$ cat config.mk
export PLATFORM = sky130hd
export DESIGN_NAME = top_two_blob_target_combiner
export DESIGN_NICKNAME = d
export VERILOG_FILES = /design/src/tbc_pkg.sv /design/src/tbc_front.sv /design/src/tbc_cell.sv /design/src/tbc_final.sv /design/src/top_two_blob_target_combiner.sv
export SDC_FILE = /design/constraint.sdc
export NUM_CORES = 1
export LEC_CHECK = 0
export BUFFER_PORTS_ARGS = -buffer_cell sky130_fd_sc_hd__buf_2
export CORE_ASPECT_RATIO = 0.9
export CORE_UTILIZATION = 30
export DETAILED_ROUTE_END_ITERATION = 10
export PLACE_DENSITY_LB_ADDON = 0.15
export REMOVE_ABC_BUFFERS = 1
export SLEW_MARGIN = 15
export SYNTH_ARGS = -nofsm -noshare
export SYNTH_HDL_FRONTEND = slang
export SYNTH_HIERARCHICAL = 1
export SYNTH_SLANG_ARGS = --single-unit
$ cat constraint.sdc
create_clock -name clk -period 7.8 [get_ports clk]
set_input_delay 0.78 -clock clk [delete_from_list [all_inputs] [get_ports clk]]
set_output_delay 0.78 -clock clk [all_outputs]
set_load 0.05 [all_outputs]
$ cat src/tbc_pkg.sv
// Shared types and constants for the top-two blob target combiner.
`default_nettype none

package tbc_pkg;

	localparam int unsigned NCELLS = 2;
	localparam int unsigned COORD_W = 9;
	localparam int unsigned AREA_W = 18;
	localparam int unsigned SIG_W = 3;
	localparam int unsigned CENTER_W = 10;
	localparam int unsigned TWIDTH_W = 12;
	localparam int unsigned SEEN_W = 2;

	localparam logic [SEEN_W-1:0] SEEN_MAX = 2'd2;
	localparam logic [SIG_W-1:0] TARGET_RESET = 3'd1;
	localparam logic signed [CENTER_W-1:0] CENTER_NONE = -10'sd1;
	localparam logic signed [TWIDTH_W-1:0] TWIDTH_NONE = -12'sd1;

	typedef struct packed {
		logic [COORD_W-1:0] block_x;
		logic [COORD_W-1:0] block_width;
		logic [COORD_W-1:0] block_height;
		logic [SIG_W-1:0]   block_signature;
		logic               last_in_frame;
		logic               empty_frame;
	} blob_t;

	typedef struct packed {
		logic signed [CENTER_W-1:0] center_coord;
		logic signed [TWIDTH_W-1:0] target_width;
	} result_t;

	typedef struct packed {
		logic               valid;
		logic [COORD_W-1:0] x;
		logic [COORD_W-1:0] width;
		logic [AREA_W-1:0]  area;
	} entry_t;

	typedef struct packed {
		logic                     last;
		logic                     empty;
		logic                     forced;
		entry_t                   cand;
		entry_t [NCELLS-1:0]      snap;
	} token_t;

endpackage

`default_nettype wire

$ cat src/tbc_front.sv
// Input stage: target register, per-frame blob count, signature filter and area multiply.
`default_nettype none

module tbc_front (
	input  wire logic                   clk,
	input  wire logic                   arst_n,
	input  wire logic                   cfg_valid,
	output logic                        cfg_ready,
	input  wire logic [tbc_pkg::SIG_W-1:0] cfg_data,
	input  wire logic                   blob_valid,
	output logic                        blob_ready,
	input  wire tbc_pkg::blob_t         blob,
	output logic                        tok_valid,
	output tbc_pkg::token_t             tok,
	input  wire logic                   tok_ready
);
	import tbc_pkg::*;

	logic [SIG_W-1:0]  target_q;
	logic [SEEN_W-1:0] seen_q;
	logic              vld_s1;
	token_t            tok_s1;
	logic              accept;
	logic              take;
	logic [AREA_W-1:0] area;
	token_t            tok_d;

	assign cfg_ready  = 1'b1;
	assign blob_ready = !vld_s1 || tok_ready;
	assign accept     = blob_valid && blob_ready;

	// The first two blobs of a frame are taken whatever their signature.
	assign take = (seen_q != SEEN_MAX) || (blob.block_signature == target_q);
	assign area = {{(AREA_W-COORD_W){1'b0}}, blob.block_width}
		* {{(AREA_W-COORD_W){1'b0}}, blob.block_height};

	always_comb begin
		tok_d            = '0;
		tok_d.last       = blob.last_in_frame;
		tok_d.empty      = blob.empty_frame;
		tok_d.forced     = 1'b0;
		tok_d.cand.valid = take && !blob.empty_frame;
		tok_d.cand.x     = blob.block_x;
		tok_d.cand.width = blob.block_width;
		tok_d.cand.area  = area;
	end

	always_ff @(posedge clk or negedge arst_n) begin
		if (!arst_n) begin
			target_q <= TARGET_RESET;
			seen_q   <= '0;
			vld_s1   <= 1'b0;
		end else begin
			if (cfg_valid && cfg_ready) begin
				target_q <= cfg_data;
			end
			if (accept) begin
				if (blob.empty_frame || blob.last_in_frame) begin
					seen_q <= '0;
				end else if (seen_q != SEEN_MAX) begin
					seen_q <= seen_q + SEEN_W'(1);
				end
				vld_s1 <= 1'b1;
			end else if (tok_ready) begin
				vld_s1 <= 1'b0;
			end
		end
	end

	always_ff @(posedge clk) begin
		if (accept) begin
			tok_s1 <= tok_d;
		end
	end

	assign tok_valid = vld_s1;
	assign tok       = tok_s1;

endmodule

`default_nettype wire

$ cat src/tbc_cell.sv
// One rank cell of the top-two chain: keeps one blob and passes the smaller one on.
`default_nettype none

module tbc_cell #(
	parameter int unsigned IDX = 0
) (
	input  wire logic            clk,
	input  wire logic            arst_n,
	input  wire logic            in_valid,
	output logic                 in_ready,
	input  wire tbc_pkg::token_t in_tok,
	output logic                 out_valid,
	output tbc_pkg::token_t      out_tok,
	input  wire logic            out_ready
);
	import tbc_pkg::*;

	entry_t entry_q;
	logic   vld_s1;
	token_t pass_s1;
	logic   fire;
	logic   win;
	entry_t kept;
	token_t nxt;

	assign in_ready = !vld_s1 || out_ready;
	assign fire     = in_valid && in_ready;

	always_comb begin
		// A blob displaced from the rank above lands here even on an equal area.
		win = in_tok.cand.valid
			&& (!entry_q.valid || in_tok.forced || (in_tok.cand.area > entry_q.area));
		kept = win ? in_tok.cand : entry_q;
		nxt  = in_tok;
		if (win) begin
			nxt.cand   = entry_q;
			nxt.forced = entry_q.valid;
		end else begin
			nxt.forced = 1'b0;
		end
		// At frame end this cell's final blob rides along with the transaction.
		if (in_tok.last && !in_tok.empty) begin
			nxt.snap[IDX] = kept;
		end
	end

	always_ff @(posedge clk or negedge arst_n) begin
		if (!arst_n) begin
			entry_q <= '0;
			vld_s1  <= 1'b0;
		end else begin
			if (fire) begin
				if (in_tok.empty || in_tok.last) begin
					entry_q.valid <= 1'b0;
				end else begin
					entry_q <= kept;
				end
				vld_s1 <= 1'b1;
			end else if (out_ready) begin
				vld_s1 <= 1'b0;
			end
		end
	end

	always_ff @(posedge clk) begin
		if (fire) begin
			pass_s1 <= nxt;
		end
	end

	assign out_valid = vld_s1;
	assign out_tok   = pass_s1;

endmodule

`default_nettype wire

$ cat src/tbc_final.sv
// Frame-end combine: centre and width from the two ranks, held result and output register.
`default_nettype none

module tbc_final (
	input  wire logic            clk,
	input  wire logic            arst_n,
	input  wire logic            in_valid,
	output logic                 in_ready,
	input  wire tbc_pkg::token_t in_tok,
	output logic                 result_valid,
	output tbc_pkg::result_t     result,
	input  wire logic            result_ready
);
	import tbc_pkg::*;

	result_t             held_q;
	result_t             out_q;
	logic                out_vld_q;
	logic                has_result;
	logic                fire;
	entry_t              best;
	entry_t              second;
	logic [COORD_W-1:0]  x_gap;
	logic [COORD_W:0]    xsum;
	result_t             fresh;

	assign has_result = in_tok.last || in_tok.empty;
	assign in_ready   = !has_result || !out_vld_q || result_ready;
	assign fire       = in_valid && in_ready;

	always_comb begin
		best   = in_tok.snap[0];
		second = in_tok.snap[1];
		x_gap  = (best.x > second.x) ? (best.x - second.x) : (second.x - best.x);
		xsum   = {1'b0, best.x} + {1'b0, second.x};
		if (second.valid) begin
			fresh.center_coord = CENTER_W'(xsum >> 1);
			fresh.target_width = TWIDTH_W'(best.width) + TWIDTH_W'(second.width)
				+ TWIDTH_W'(x_gap);
		end else begin
			fresh.center_coord = CENTER_W'(best.x);
			fresh.target_width = TWIDTH_W'(best.width);
		end
	end

	always_ff @(posedge clk or negedge arst_n) begin
		if (!arst_n) begin
			held_q.center_coord <= CENTER_NONE;
			held_q.target_width <= TWIDTH_NONE;
			out_vld_q           <= 1'b0;
		end else begin
			if (fire && has_result) begin
				if (!in_tok.empty) begin
					held_q <= fresh;
				end
				out_vld_q <= 1'b1;
			end else if (result_ready) begin
				out_vld_q <= 1'b0;
			end
		end
	end

	always_ff @(posedge clk) begin
		if (fire && has_result) begin
			out_q <= in_tok.empty ? held_q : fresh;
		end
	end

	assign result_valid = out_vld_q;
	assign result       = out_q;

endmodule

`default_nettype wire

$ cat src/top_two_blob_target_combiner.sv
// Top level: input stage, a chain of two rank cells and the frame-end combine stage.
// Path: from the edge that accepts its last blob, a frame's result is registered in turn
// in the input register, each rank cell and the output register.
// Throughput: one blob per cycle; stages advance independently, so blobs keep
// flowing while a result waits, until the pipeline fills.
// Reset (arst_n low): ranks empty, target signature 1, held result -1 / -1.
`default_nettype none

module top_two_blob_target_combiner (
	input  wire logic                      clk,
	input  wire logic                      arst_n,
	input  wire logic                      cfg_valid,
	output logic                           cfg_ready,
	input  wire logic [tbc_pkg::SIG_W-1:0] cfg_data,
	input  wire logic                      blob_valid,
	output logic                           blob_ready,
	input  wire tbc_pkg::blob_t            blob,
	output logic                           result_valid,
	output tbc_pkg::result_t               result,
	input  wire logic                      result_ready
);
	import tbc_pkg::*;

	logic   chain_valid [NCELLS+1];
	logic   chain_ready [NCELLS+1];
	token_t chain_tok   [NCELLS+1];

	tbc_front u_front (
		.clk        (clk),
		.arst_n     (arst_n),
		.cfg_valid  (cfg_valid),
		.cfg_ready  (cfg_ready),
		.cfg_data   (cfg_data),
		.blob_valid (blob_valid),
		.blob_ready (blob_ready),
		.blob       (blob),
		.tok_valid  (chain_valid[0]),
		.tok        (chain_tok[0]),
		.tok_ready  (chain_ready[0])
	);

	for (genvar i = 0; i < NCELLS; i++) begin : g_cell
		tbc_cell #(
			.IDX (i)
		) u_cell (
			.clk       (clk),
			.arst_n    (arst_n),
			.in_valid  (chain_valid[i]),
			.in_ready  (chain_ready[i]),
			.in_tok    (chain_tok[i]),
			.out_valid (chain_valid[i+1]),
			.out_tok   (chain_tok[i+1]),
			.out_ready (chain_ready[i+1])
		);
	end

	tbc_final u_final (
		.clk          (clk),
		.arst_n       (arst_n),
		.in_valid     (chain_valid[NCELLS]),
		.in_ready     (chain_ready[NCELLS]),
		.in_tok       (chain_tok[NCELLS]),
		.result_valid (result_valid),
		.result       (result),
		.result_ready (result_ready)
	);

endmodule

`default_nettype wire

==> impl_metrics.json <==
{
  "die_h_um": 229,
  "combPwrFrac_pct": 39.0,
  "drv_cap": 0,
  "clockBufferDepth": 3,
  "io_pins": 65,
  "cts-hold-fix-buffers": 0,
  "initial_core_util_pct": 30.6,
  "finalWeightedCongestion": 0.809,
  "root_buffer": "clkbuf_16",
  "nets": 1707,
  "netSwitchingFraction_pct": 35.1,
  "hpwl_mm": 27.8,
  "final.fill_count": 5602,
  "finalCritPeriodShare_pct": 62.5,
  "post-cts-setup-buffers": 0,
  "fp.dieArea_mm2": 0.0581,
  "insertion_delay_ns": 0.54,
  "cts_resized": 0,
  "skew_ns": 0.0170,
  "layout-drive-gt1-share_pct": 22.9,
  "core-area_mm2": 0.0561,
  "cp.arrival_ns": 5.16,
  "grt_max_degree": 60,
  "worstMarginPinSlew_ns": 1.03,
  "grt_pass1_vias": 10765,
  "overflow": 0,
  "wl_per_cell_um": 17.6,
  "drc": 0,
  "synth_area_per_cell_um2": 11.9,
  "grt_pass1_wl_mm": 62.8,
  "wl_mm": 40.1,
  "grt_usage_pct": 14.0,
  "rows": 82,
  "viasPerCell": 4.56,
  "cellInternalPower_mw": 4.44,
  "vias": 10395,
  "rsz0062_at_grt": "no",
  "hold_viol_final": 0,
  "cts-buffers-inserted": 35,
  "cts_tree": "yes",
  "syn_to_final_growth_pct": 12.7,
  "antenna_left": 0,
  "ir_drop_mv": 0.140,
  "required_ns": 8.08,
  "slew_viol_final": 0,
  "die_x_um": 254,
  "critPathKind": "flip-flop to flip-flop",
  "crit_fanout": 10,
  "htree_levels": 2,
  "critPathLaunchType": "flip-flop",
  "p_leak_nw": 8.17,
  "syn_area_mm2": 0.0172,
  "yosys_warnings": 6,
  "diodes": 0,
  "clock_sinks": 282,
  "critPathCaptureType": "flip-flop",
  "hold_path.class": "primary input to async pin",
  "drt_iter0_drc": 422,
  "clk_pin_slew_worst_paths_ns": 0.06,
  "p_clk_share_pct": 25.3,
  "synth_cells": 1438,
  "status": "finished, final reports clean",
  "io_buffers": 63,
  "antenna_found_initial": 0,
  "fmax_mhz": 205,
  "setup_viol": 0,
  "dp.cells": 2214,
  "tns_ns": 0,
  "first_pass_iters": 5,
  "p_switching_mw": 2.40,
  "relSlewSlack_pct": 31.7,
  "fin_cells": 2278,
  "min_period_ns": 4.88,
  "power_density_mw_per_mm2": 354,
  "seqPwrFrac_pct": 35.7
}
==> sequential cells by signal (all words and copies together) (netlist names) <==
| register | flops |
|---|---|
| g_cell.u_cell/out_valid | 2 |
| u_final/result_valid | 1 |
| u_final/result | 22 |
| u_front/seen_q | 2 |
| u_front/tok | 39 |
| g_cell.u_cell/entry_q | 74 |
| g_cell.u_cell/out_tok | 116 |
| u_final/held_q | 22 |
| u_front/target_q | 3 |
| u_front/tok_valid | 1 |
==> cell usage in the layout (no fill, tap or decap), drive strengths merged, types with 12 or more instances in the layout <==
master and count:
edfxtp 177, inv 148, mux2 129, nor2 110, ha 109, nand2 88
a21oi 83, dfrtp 82, buf 79, fa 63, and2 63, clkbuf 43
conb 39, o221a 37, o21ai 37, xnor2 26, dfstp 23, mux2i 16
nand2b 15, nor2b 12, nand3 12, clkinv 12
==> through the flow <==
| step | setup slack, ns | power [mW] | util [%] | hold slack (ns) | cell area (um2) |
|---|---|---|---|---|---|
| 2_1_floorplan | 2.59 | 4.43 | - | 0.400 | 16700 |
| 3_3_place_gp | 2.93 | 5.11 | 32.3 | 0.409 | 18100 |
| 3_5_place_dp | 2.89 | 5.15 | 32.3 | 0.408 | 18100 |
| 4_1_cts | 2.91 | 6.94 | 34.4 | 0.301 | 19300 |
| 5_1_grt | 2.70 | 7.34 | 34.5 | 0.347 | 19300 |
| 6_report | 2.92 | 6.84 | 34.5 | 0.296 | 19300 |
==> power groups by stage <==
stage | clock network (mW) | logic, mW | registers [mW]
2_1_floorplan | 0 | 1.93 | 2.50
3_3_place_gp | 0 | 2.66 | 2.45
3_5_place_dp | 0 | 2.69 | 2.46
4_1_cts | 1.80 | 2.70 | 2.44
5_1_grt | 1.85 | 2.99 | 2.50
6_report | 1.73 | 2.67 | 2.44
==> metal layers <==
metal	routed length, um	global-route usage [%]	vias up	part of all wire [%]
li1	-	-	5062	-
met1	20400	20.1	5153	51
met2	17600	21.6	134	44
met3	1240	2.28	46	3.1
met4	782	4.12	0	2.0
met5	0	0	-	0
==> final cells by class <==
type / count / area (um2) / area share (%)
repair buffers: 79 / 438 / 2.26
flip-flops and latches: 282 / 7970 / 41.2
well taps: 756 / 946 / 4.89
clock inverters: 21 / 274 / 1.42
inverters: 146 / 548 / 2.83
multi-input cells: 951 / 8210 / 42.5
clock buffers: 43 / 947 / 4.90
==> worst paths after layout <==
kind	endpoint	slack, ns	depth (start not counted)	startpoint
max	u_final/result[5]	2.92	16	g_cell[1].u_cell/out_tok[30]
min	g_cell[1].u_cell/entry_q[5]	0.30	1	arst_n
max reg2reg	u_final/result[5]	2.92	16	g_cell[1].u_cell/out_tok[30]
min reg2reg	g_cell[1].u_cell/out_tok[35]	0.43	0	g_cell[0].u_cell/out_tok[35]
max in group asynchronous	u_front/target_q[2]	6.11	2	arst_n
min in group clk	u_front/tok[106]	0.42	1	blob[28]
==> worst max-delay path: stages (launching register included) <==
cell and delay, ns:
edfxtp_1 0.40, inv_1 0.07, ha_1 0.49, nand3_2 0.16
o211a_4 0.30, o31ai_4 0.53, mux2_2 0.45, fa_1 0.50
ha_1 0.18, inv_1 0.06, fa_1 0.40, nor2b_1 0.15
o21a_1 0.17, o21ai_0 0.13, nand3b_1 0.11, o21ai_0 0.18
mux2_2 0.32
No activity file was read; power rests on OpenSTA's default activity.
